===== config.mk =====
export PLATFORM = sky130hd
export DESIGN_NAME = pprt_ctrl
export DESIGN_NICKNAME = d
export VERILOG_FILES = /design/src/sv/pprt_pkg.sv /design/src/sv/pprt_ctrl.sv
export SDC_FILE = /design/constraint.sdc
export NUM_CORES = 1
export LEC_CHECK = 0
export ABC_AREA = 1
export BUFFER_PORTS_ARGS = -buffer_cell sky130_fd_sc_hd__buf_4
export CORE_MARGIN = 5
export CORE_UTILIZATION = 43
export CTS_CLUSTER_SIZE = 40
export DETAILED_ROUTE_END_ITERATION = 10
export GPL_TIMING_DRIVEN = 1
export PLACE_DENSITY = 0.77
export SYNTH_ARGS = -nofsm -noshare
export SYNTH_HDL_FRONTEND = slang
export SYNTH_SLANG_ARGS = --single-unit

===== constraint.sdc =====
create_clock -name clk -period 1.4 [get_ports clk]
set_input_delay 0.21 -clock clk [delete_from_list [all_inputs] [get_ports clk]]
set_output_delay 0.21 -clock clk [all_outputs]
set_load 0.02 [all_outputs]

===== src/sv/pprt_pkg.sv =====
package pprt_pkg;

	// Table geometry
	localparam int NUM_PARTITIONS       = 64;
	localparam int PAGES_PER_BLOCK      = 256;
	localparam int PAGES_PER_PARTITION  = 1024;
	localparam int BLOCKS_PER_PARTITION = 4;
	localparam int NUM_BLOCKS           = 4096;

	localparam int PART_W      = 6;
	localparam int WORD_IDX_W  = 5;
	localparam int BM_DEPTH    = NUM_PARTITIONS * 32;
	localparam int BM_AW       = PART_W + WORD_IDX_W;
	localparam int SLOT_IDX_W  = 3;
	localparam int SLOT_DEPTH  = NUM_PARTITIONS * 8;
	localparam int SLOT_AW     = PART_W + SLOT_IDX_W;
	localparam int SLOT_W      = 13;
	localparam int BLOCK_W     = 12;
	localparam int PPB_W       = 8;
	localparam int LPN_W       = 24;
	localparam int PPN_W       = 20;
	localparam int OFF_W       = 10;
	localparam int RANK_W      = 11;
	localparam int HDR_W       = LPN_W + PPN_W;
	localparam int CNT_W       = BM_AW;

	localparam logic [SLOT_W-1:0] SLOT_RECLAIMED = 13'h1000;

	// Action codes
	localparam logic [2:0] ACT_HEADER  = 3'd0;
	localparam logic [2:0] ACT_MARK    = 3'd1;
	localparam logic [2:0] ACT_SET     = 3'd2;
	localparam logic [2:0] ACT_RECLAIM = 3'd3;
	localparam logic [2:0] ACT_LOOKUP  = 3'd4;

	// Status codes
	localparam logic [2:0] ST_DONE      = 3'd0;
	localparam logic [2:0] ST_MAPPED    = 3'd1;
	localparam logic [2:0] ST_UNMAPPED  = 3'd2;
	localparam logic [2:0] ST_RECLAIMED = 3'd3;
	localparam logic [2:0] ST_RANGE     = 3'd4;

	typedef struct packed {
		logic [2:0]  action;
		logic [5:0]  partition;
		logic [23:0] lpn;
		logic [9:0]  page_offset;
		logic [19:0] start_ppn;
		logic [2:0]  slot;
		logic [11:0] block;
	} req_t;

	typedef struct packed {
		logic [2:0]  status;
		logic [19:0] ppn;
	} rsp_t;

	typedef enum logic [1:0] {
		RS_DONE,
		RS_RANGE,
		RS_MAP,
		RS_SLOT
	} res_sel_t;

	typedef struct packed {
		logic     capture;
		logic     sweep_all;
		logic     clr_we;
		logic     cnt_clr;
		logic     cnt_inc;
		logic     hdr_we;
		logic     mark_we;
		logic     slot_we;
		logic     off_load;
		logic     scan_rd;
		logic     res_load;
		res_sel_t res_sel;
		logic     out_load;
	} cmd_t;

	typedef struct packed {
		logic [2:0] action;
		logic       part_bad;
		logic       off_bad;
		logic       slot_bad;
		logic       lk_bad;
		logic       scan_end;
		logic       clr_end;
		logic       sweep_end;
		logic       need_slot;
		logic       out_free;
	} sts_t;

	// Count set bits of a word
	function automatic logic [5:0] ones32(input logic [31:0] w);
		logic [31:0] v;
		logic [31:0] p;
		begin
			v = w - ((w >> 1) & 32'h55555555);
			v = (v & 32'h33333333) + ((v >> 2) & 32'h33333333);
			v = (v + (v >> 4)) & 32'h0f0f0f0f;
			p = v * 32'h01010101;
			ones32 = p[29:24];
		end
	endfunction

endpackage


===== src/sv/pprt_ctrl.sv =====
module pprt_ctrl (
	input  logic           clk,
	input  logic           arst_n,
	input  logic           req_valid,
	output logic           req_stall,
	input  pprt_pkg::sts_t sts,
	output pprt_pkg::cmd_t cmd
);
	import pprt_pkg::*;

	typedef enum logic [3:0] {
		S_RST,
		S_IDLE,
		S_DEC,
		S_CLR,
		S_MWR,
		S_LCHK,
		S_LSCAN,
		S_LLAST,
		S_LMAP,
		S_LSLOT,
		S_FIN
	} state_t;

	state_t state_q;
	state_t state_nxt;

	// Decode commands and next state
	always_comb begin
		cmd         = '0;
		cmd.res_sel = RS_DONE;
		state_nxt   = state_q;
		case (state_q)
			S_RST: begin
				cmd.sweep_all = 1'b1;
				cmd.clr_we    = 1'b1;
				cmd.cnt_inc   = 1'b1;
				if (sts.sweep_end) begin
					state_nxt = S_IDLE;
				end
			end
			S_IDLE: begin
				if (req_valid) begin
					cmd.capture = 1'b1;
					state_nxt   = S_DEC;
				end
			end
			S_DEC: begin
				if (sts.action > ACT_LOOKUP) begin
					cmd.res_load = 1'b1;
					state_nxt    = S_FIN;
				end else if (sts.part_bad) begin
					cmd.res_load = 1'b1;
					cmd.res_sel  = RS_RANGE;
					state_nxt    = S_FIN;
				end else begin
					case (sts.action)
						ACT_HEADER: begin
							cmd.hdr_we  = 1'b1;
							cmd.cnt_clr = 1'b1;
							state_nxt   = S_CLR;
						end
						ACT_MARK: begin
							if (sts.off_bad) begin
								cmd.res_load = 1'b1;
								cmd.res_sel  = RS_RANGE;
								state_nxt    = S_FIN;
							end else begin
								state_nxt = S_MWR;
							end
						end
						ACT_SET, ACT_RECLAIM: begin
							cmd.res_load = 1'b1;
							if (sts.slot_bad) begin
								cmd.res_sel = RS_RANGE;
							end else begin
								cmd.slot_we = 1'b1;
							end
							state_nxt = S_FIN;
						end
						default: begin
							state_nxt = S_LCHK;
						end
					endcase
				end
			end
			S_CLR: begin
				cmd.clr_we  = 1'b1;
				cmd.cnt_inc = 1'b1;
				if (sts.clr_end) begin
					cmd.res_load = 1'b1;
					state_nxt    = S_FIN;
				end
			end
			S_MWR: begin
				cmd.mark_we  = 1'b1;
				cmd.res_load = 1'b1;
				state_nxt    = S_FIN;
			end
			S_LCHK: begin
				if (sts.lk_bad) begin
					cmd.res_load = 1'b1;
					cmd.res_sel  = RS_RANGE;
					state_nxt    = S_FIN;
				end else begin
					cmd.off_load = 1'b1;
					cmd.cnt_clr  = 1'b1;
					state_nxt    = S_LSCAN;
				end
			end
			S_LSCAN: begin
				cmd.scan_rd = 1'b1;
				if (sts.scan_end) begin
					state_nxt = S_LLAST;
				end else begin
					cmd.cnt_inc = 1'b1;
				end
			end
			S_LLAST: begin
				state_nxt = S_LMAP;
			end
			S_LMAP: begin
				if (sts.need_slot) begin
					state_nxt = S_LSLOT;
				end else begin
					cmd.res_load = 1'b1;
					cmd.res_sel  = RS_MAP;
					state_nxt    = S_FIN;
				end
			end
			S_LSLOT: begin
				cmd.res_load = 1'b1;
				cmd.res_sel  = RS_SLOT;
				state_nxt    = S_FIN;
			end
			S_FIN: begin
				if (sts.out_free) begin
					cmd.out_load = 1'b1;
					state_nxt    = S_IDLE;
				end
			end
			default: begin
				state_nxt = S_IDLE;
			end
		endcase
	end

	// Hold state
	always_ff @(posedge clk or negedge arst_n) begin
		if (!arst_n) begin
			state_q <= S_RST;
		end else begin
			state_q <= state_nxt;
		end
	end

	assign req_stall = state_q != S_IDLE;

endmodule


==> flow_metrics.env, run 1 <==
export IMPL_track_usage_pct=24.8
export IMPL_ir_drop_uv=1760
export IMPL_violations="negative setup slack"
export IMPL_cts_tree="built"
export IMPL_place_ws_ns=-0.0665
export IMPL_drive_gt1_share_pct=58.6
export IMPL_antennaDiodeCount=0
export IMPL_syn_nets=127
export IMPL_p_leak_nw=0.669
export IMPL_clk_latency_ns=0.24
export IMPL_clk_pin_slew_ns=0.04
export IMPL_seq_area_frac_synth_pct=17.9
export IMPL_viasPerCell=5.98
export IMPL_die_area_mm2=0.00212
export IMPL_regMostFlops="state_q"
export IMPL_drv_slew=0
export IMPL_rsz0062_at_grt="yes"
export IMPL_die_h_um=46.0
export IMPL_crit_slowest_cell="dfrtp_2"
export IMPL_cts_htree_levels=1
export IMPL_core_area_mm2=0.00127
export IMPL_gr_total_overflow=0
export IMPL_drt_antenna_violating_nets=0
export IMPL_port_buffers=29
export IMPL_power_density_mw_per_mm2=2180
export IMPL_fin_crit_ns=1.82
export IMPL_vias=1058
export IMPL_synth_cell_types=14
export IMPL_clock_sinks=4
export IMPL_yosysWarnings=0
export IMPL_crit_path_end_kind="output pin"
export IMPL_cp_startpoint="state_q[2]$_DFFE_PN0P_"
export IMPL_power_total_mw=2.61
export IMPL_synth_area_um2=558
export IMPL_min_delay_start="sts[5]"
export IMPL_critical_path_arrival_ns=1.61
export IMPL_finalHoldViolCount=0
export IMPL_skew_ns=0.00733
export IMPL_first_iter_violations=73
export IMPL_syn_area_per_cell_um2=4.98
export IMPL_dpl_hpwl_um=1400
export IMPL_remaining_drc_errors=0
export IMPL_crit_required_ns=1.19
export IMPL_ys_ff_latch=4
export IMPL_place_congestion=0.888
export IMPL_drt_first_pass_iters=5
export IMPL_status="complete, but fails checks"
export IMPL_grt_max_degree=7
export IMPL_clockBufferDepth=2
export IMPL_area_growth_pct=115
export IMPL_setup_worst_path_start_class="flop"
export IMPL_clockRootBuffer="clkbuf_4"
export IMPL_slew_headroom_pct=84.2
export IMPL_reg_largest_list="state_q x4"
export IMPL_timing_rr_start="state_q[3]$_DFFE_PN0P_"
export IMPL_worstMarginPinSlew_ns=0.235
export IMPL_grt_pass1_vias=899
export IMPL_fin_crit_sh_pct=130
export IMPL_nets=179
export IMPL_die_w_um=46.0
export IMPL_largest_register_ffs=4
export IMPL_dpl_cell_count=163
export IMPL_cpPeakStageDelay_ns=0.44
export IMPL_path_class="reg2out"
export IMPL_setup_viol=18
export IMPL_max_cap_violations=0
export IMPL_clock_fmax_ghz=0.551
export IMPL_instances_no_fill=177
export IMPL_cp_cell_sequence="nor2_2 -> buf_4 -> nand2_1 -> nor2_1 -> buf_4"
export IMPL_start_util_pct=44.0
export IMPL_utilization_pct=94.5
export IMPL_antenna_found_initial=0
export IMPL_numCtsBuffers=3
export IMPL_syn_inst=112
export IMPL_worst_slack_ns=-0.415
export IMPL_hp_class="in2reg"
export IMPL_routed_wl_um=3430
export IMPL_num_io_pins=30
export IMPL_fp_row_count=13
export IMPL_grt_pass1_wl_um=3820
export IMPL_crit_top_cell="buf_4"
export IMPL_worstPathMaxFanout=4
export IMPL_drt_wirelength_per_cell_um=19.4
==> synthesized netlist by cell type <==
| cell type | count | area, um2 |
|---|---|---|
| nand2_1 | 32 | 120 |
| nor2_1 | 21 | 78.8 |
| inv_1 | 20 | 75.1 |
| nand3_1 | 12 | 60.1 |
| nor2_2 | 6 | 37.5 |
| dfrtp_1 | 4 | 100 |
| o21ai_0 | 4 | 20.0 |
| inv_2 | 3 | 11.3 |
| o21ai_1 | 3 | 15.0 |
| a21oi_1 | 2 | 10.0 |
| nand2_2 | 2 | 12.5 |
| nand4_1 | 1 | 6.26 |
| nor3_1 | 1 | 5.00 |
| nor4_1 | 1 | 6.26 |
==> cell families after synthesis <==
family | after synthesis | synth area share, %
and+or+nand+nor | 76 | 58.5
buffers and inverters | 23 | 15.5
DFF | 4 | 17.9
AOI/OAI and AO/OA | 9 | 8.07
==> through the flow <==
| step | cell area [um2] | hold WS, ns | setup TNS (ns) |
|---|---|---|---|
| floorplan | 581 | -0.0856 | 0 |
| global placement | 870 | 0.00724 | -0.0807 |
| detailed placement | 870 | 0.00813 | -0.0747 |
| CTS | 1080 | 0.277 | -1.78 |
| global route | 1200 | 0.275 | -5.40 |
| finish | 1200 | 0.286 | -4.18 |
==> power by group <==
part / switching, mW / internal [mW] / leakage (nW) / total, mW
registers: 0.0868 / 0.174 / 0.0477 / 0.260
logic: 1.29 / 0.917 / 0.608 / 2.20
clock network: 0.0514 / 0.0962 / 0.0138 / 0.148
==> cell usage in the layout, fill, tap and decap left out, drive strengths merged <==
cell,synthesis,routed
buf,0,46
nand4,1,1
o21ai,7,7
nand2,34,34
nor3,1,1
inv,23,23
dlygate4sd3,0,1
nor2,27,27
clkbuf,0,3
nor4,1,1
dfrtp,4,4
a21oi,2,2
nand3,12,12
==> final cells by class <==
class                   count  area (um2)
well taps                  15        18.8
clock buffers               3        22.5
repair buffers             47         420
inverters                  23        88.8
fillers                    38        70.1
multi-input cells          85         546
flip-flops and latches      4         103
==> routing by layer <==
layer,up-vias,GRT usage (%),routed length [um]
met2,111,47.0,1750
met3,33,5.93,340
met5,-,0,0
li1,443,-,-
met1,471,25.8,1170
met4,0,8.52,165
==> timing repair <==
item                                   in CTS  in global routing
endpoints found under the hold margin       4                  0
pin swaps                                  10                  8
resized for setup                          40                 23
setup endpoints to repair                  14                 18
buffers inserted                            6                  4
hold buffers                                1                  0
==> worst max-delay path: cells and delay by family, from the launching register on <==
family                 cells  cell delay, ns
flip-flops                 1            0.44
buffers and inverters      2            0.34
AND/OR/NAND/NOR            3            0.58
==> worst paths after layout <==
check                                         end  slack (ns)  depth (start not counted)
setup / recovery                          cmd[13]       -0.42                          5
hold / removal             state_q[2]$_DFFE_PN0P_        0.29                          4
setup reg to reg           state_q[3]$_DFFE_PN0P_       -0.18                          8
hold reg to reg            state_q[0]$_DFFE_PN0P_        0.64                          2
max in group asynchronous  state_q[1]$_DFFE_PN0P_        0.97                          2
min in group asynchronous  state_q[2]$_DFFE_PN0P_        0.32                          2
(Power assumes the default switching activity.)
==> inputs of run 2 (changes only) <==
--- a/config.mk
+++ b/config.mk
@@ -5,14 +5,13 @@
 export SDC_FILE = /design/constraint.sdc
 export NUM_CORES = 1
 export LEC_CHECK = 0
-export ABC_AREA = 1
 export BUFFER_PORTS_ARGS = -buffer_cell sky130_fd_sc_hd__buf_4
 export CORE_MARGIN = 5
-export CORE_UTILIZATION = 43
+export CORE_UTILIZATION = 45
 export CTS_CLUSTER_SIZE = 40
 export DETAILED_ROUTE_END_ITERATION = 10
 export GPL_TIMING_DRIVEN = 1
-export PLACE_DENSITY = 0.77
+export PLACE_DENSITY = 0.78
 export SYNTH_ARGS = -nofsm -noshare
 export SYNTH_HDL_FRONTEND = slang
 export SYNTH_SLANG_ARGS = --single-unit
==> run 2 against run 1 <==
Against the previous run: the run now fails in 4_1_cts; area after synthesis rose by 15%; synthesized cell count down 19%.
==> flow_metrics.env, run 2 <==
export IMPL_synthTopCellsByArea="dfrtp_1, nor2_1, a21oi_1"
export IMPL_async_flop_share_pct=100
export IMPL_syn_inst=91
export IMPL_num_io_pins=30
export IMPL_yosysTopAreaCell="dfrtp_1"
export IMPL_cts_setup_buffers=11
export IMPL_ys_ff_latch=4
export IMPL_fp_row_count=13
export IMPL_yosysWarnings=0
export IMPL_synth_area_um2=639
export IMPL_synth_edf_count=0
export IMPL_port_buffers=29
export IMPL_clockBufferDepth=2
export IMPL_cts_htree_levels=1
export IMPL_place_congestion=0.848
export IMPL_synth_cell_types=36
export IMPL_hold_buffers=1
export IMPL_failed_stage="4_1_cts"
export IMPL_syn_area_per_cell_um2=7.03
export IMPL_ctsResizeCount=46
export IMPL_yosysMostFrequentCell="nor2_1"
export IMPL_die_w_um=47.7
export IMPL_dpl_hpwl_um=2350
export IMPL_clock_sinks=4
export IMPL_synth_ff_type="dfrtp_1"
export IMPL_toolErrorMsg="[ERROR DPL-0038] Utilization greater than 100%, impossible to legalize"
export IMPL_syn_nets=106
export IMPL_netlist_top_cells_count="nor2_1, a21oi_1, nor3_1"
export IMPL_die_h_um=47.7
export IMPL_start_util_pct=48.5
export IMPL_yosysTopAreaCellShare_pct=15.7
export IMPL_status="stopped before the end"
export IMPL_clockRootBuffer="clkbuf_4"
export IMPL_numCtsBuffers=3
export IMPL_seq_area_frac_synth_pct=15.7
==> run 2: cell types whose count changed after synthesis, sizes merged, moves of 6 or more <==
cell   delta
nand2    -30
inv      -19
nor2     -15
nand3    -10
buf       +6
==> run 2: kinds of logic after synthesis <==
group	Yosys count	synth area share (%)
AOI/OAI and AO/OA	27	33.1
buffers and inverters	10	6.85
DFF	4	15.7
muxes	1	2.35
and+or+nand+nor	49	42.1
==> run 2: per-stage QoR <==
step	setup slack [ns]	std cells	setup TNS, ns	instance area (um2)
detailed placement	-0.272	160	-2.16	1150
global placement	-0.218	160	-1.27	1150
floorplan	-0.195	91	-0.489	717
==> inputs of run 3 (changes only) <==
--- a/config.mk
+++ b/config.mk
@@ -6,12 +6,11 @@
 export NUM_CORES = 1
 export LEC_CHECK = 0
 export BUFFER_PORTS_ARGS = -buffer_cell sky130_fd_sc_hd__buf_4
-export CORE_MARGIN = 5
-export CORE_UTILIZATION = 45
-export CTS_CLUSTER_SIZE = 40
+export CORE_AREA = 5 5 66 68
 export DETAILED_ROUTE_END_ITERATION = 10
+export DIE_AREA = 0 0 71 73
 export GPL_TIMING_DRIVEN = 1
-export PLACE_DENSITY = 0.78
+export PLACE_DENSITY_LB_ADDON = 0.15
 export SYNTH_ARGS = -nofsm -noshare
 export SYNTH_HDL_FRONTEND = slang
 export SYNTH_SLANG_ARGS = --single-unit
==> run 3 against run 2 <==
Against the previous run: the flow now finishes, with violations (negative setup slack); synthesized cell count stayed put; area after synthesis stayed put.
==> flow_metrics.env, run 3 <==
export IMPL_setup_worst_path_start_class="flop"
export IMPL_drive_gt1_share_pct=75.3
export IMPL_core_area_mm2=0.00380
export IMPL_synthTopCellsByArea="dfrtp_1, nor2_1, a21oi_1"
export IMPL_dpl_cell_area_mm2=0.00119
export IMPL_clock_sinks=4
export IMPL_violations="negative setup slack"
export IMPL_slew_headroom_pct=61.6
export IMPL_area_growth_pct=155
export IMPL_swShare_pct=43.4
export IMPL_yosysMostFrequentCell="nor2_1"
export IMPL_reg_largest_list="state_q x4"
export IMPL_clockRootBuffer="clkbuf_8"
export IMPL_drt_antenna_violating_nets=0
export IMPL_fin_crit_ns=1.73
export IMPL_die_h_um=73
export IMPL_syn_nets=106
export IMPL_netlist_top_cells_count="nor2_1, a21oi_1, nor3_1"
export IMPL_finish_instance_area_mm2=0.00163
export IMPL_die_w_um=71
export IMPL_path_class="reg2out"
export IMPL_drt_wirelength_per_cell_um=13.3
export IMPL_synth_ff_type="dfrtp_1"
export IMPL_worst_slack_ns=-0.334
export IMPL_p_int_mw=1.77
export IMPL_skew_ns=0.000968
export IMPL_clk_latency_ns=0.21
export IMPL_routed_wl_um=2860
export IMPL_power_density_mw_per_mm2=1920
export IMPL_syn_inst=91
export IMPL_clockBufferDepth=2
export IMPL_power_total_mw=3.13
export IMPL_cts_htree_levels=1
export IMPL_grt_max_degree=10
export IMPL_fin_crit_sh_pct=124
export IMPL_synth_edf_count=0
export IMPL_fp_row_count=23
export IMPL_viasPerCell=4.59
export IMPL_p_leak_nw=0.721
export IMPL_drv_slew=0
export IMPL_final_common_cell="buf_4"
export IMPL_remaining_drc_errors=0
export IMPL_grt_pass1_wl_um=4730
export IMPL_grt_pass1_vias=1032
export IMPL_rr_worst_depth=5
export IMPL_ir_drop_uv=720
export IMPL_switchingPower_mw=1.36
export IMPL_setup_viol=18
export IMPL_finalHoldViolCount=0
export IMPL_max_cap_violations=0
export IMPL_worstMarginPinSlew_ns=0.561
export IMPL_regMostFlops="state_q"
export IMPL_numCtsBuffers=3
export IMPL_drt_first_pass_iters=4
export IMPL_async_flop_share_pct=100
export IMPL_cts_tree="built"
export IMPL_crit_path_end_kind="output pin"
export IMPL_synth_cell_types=36
export IMPL_dpl_hpwl_um=2190
export IMPL_status="complete, but fails checks"
export IMPL_clock_fmax_ghz=0.577
export IMPL_nets=183
export IMPL_yosysTopAreaCellShare_pct=15.7
export IMPL_start_util_pct=16.8
export IMPL_die_area_mm2=0.00518
export IMPL_track_usage_pct=11.3
export IMPL_port_buffers=29
export IMPL_yosysWarnings=0
export IMPL_gr_total_overflow=0
export IMPL_place_congestion=0.747
export IMPL_p_seq_share_pct=7.4
export IMPL_ys_ff_latch=4
export IMPL_clk_pin_slew_ns=0.03
export IMPL_critical_path_arrival_ns=1.52
export IMPL_hp_class="in2async"
export IMPL_num_io_pins=30
export IMPL_yosysTopAreaCell="dfrtp_1"
export IMPL_mostFrequentLayoutCells="buf_4, buf_6, nor2_1"
export IMPL_rsz0062_at_grt="yes"
export IMPL_p_comb_share_pct=85.0
export IMPL_first_iter_violations=43
export IMPL_antenna_found_initial=0
export IMPL_largest_register_ffs=4
export IMPL_clockPowerShare_pct=7.6
export IMPL_seq_area_frac_synth_pct=15.7
export IMPL_syn_area_per_cell_um2=7.03
export IMPL_crit_required_ns=1.19
export IMPL_vias=991
export IMPL_worstPathMaxFanout=4
export IMPL_antennaDiodeCount=0
export IMPL_synth_area_um2=639
==> run 3: cell counts after synthesis <==
Identical to the previous run, type by type.
==> run 3: worst max-delay path: stages, from the launching register on <==
cell and delay (ns):
dfrtp_2 0.43, buf_6 0.14, nor2_4 0.10, nand3b_1 0.12
buf_4 0.17, nor3_4 0.11, or2_4 0.14, buf_6 0.10
==> run 3: path summary, 6_finish.rpt <==
path                       slack, ns                endpoint              startpoint
max reg2reg                    -0.32  state_q[0]$_DFFE_PN0P_  state_q[0]$_DFFE_PN0P_
min                             0.33  state_q[0]$_DFFE_PN0P_                  arst_n
min in group clk                0.42  state_q[2]$_DFFE_PN0P_                 sts[10]
min reg2reg                     0.67  state_q[3]$_DFFE_PN0P_  state_q[3]$_DFFE_PN0P_
max in group asynchronous       0.96  state_q[1]$_DFFE_PN0P_                  arst_n
max                            -0.33                 cmd[10]  state_q[2]$_DFFE_PN0P_
==> run 3: final cells by class <==
cell class,instances,area (um2)
inverter,4,17.5
clock buffer,3,41.3
tap,50,62.6
timing repair buffer,78,671
fill,404,2170
sequential,4,104
multi-input combinational,77,736
==> run 3: what timing repair did <==
item | 4_1_cts | 5_1_grt
setup buffers | 15 | 1
gates resized for setup | 52 | 12
hold endpoints to repair | 4 | 0
setup endpoints to repair | 19 | 19
hold buffers | 1 | 0
pin swaps | 19 | 6
==> run 3: layer usage <==
metal	part of all wire (%)	global-route usage, %
met5	0	0
met1	42	13.7
met3	3.6	1.52
met2	51	18.9
met4	3.6	6.89
==> run 3: metrics by stage <==
step	TNS [ns]	hold slack [ns]	util, %	instances	setup slack [ns]
after floorplan	-0.489	-0.0856	-	91	-0.195
after global placement	-1.53	0.00809	31.4	196	-0.261
after detailed placement	-1.66	0.00620	31.4	196	-0.278
after CTS	-3.82	0.332	41.6	215	-0.340
after global routing	-4.67	0.358	43.0	216	-0.391
final	-3.57	0.331	43.0	216	-0.334
==> run 3: power groups by stage <==
stage               logic, mW  registers, mW  clock network (mW)
detailed placement       1.90          0.232                   0
global placement         1.91          0.228                   0
global route             2.84          0.249               0.251
floorplan                1.09          0.206                   0
finish                   2.66          0.233               0.238
CTS                      2.54          0.227               0.243
==> run 3: cell families after synthesis <==
group	synth area share, %
compound gates	33.1
buf+inv	6.85
flops	15.7
mux	2.35
simple gates	42.1
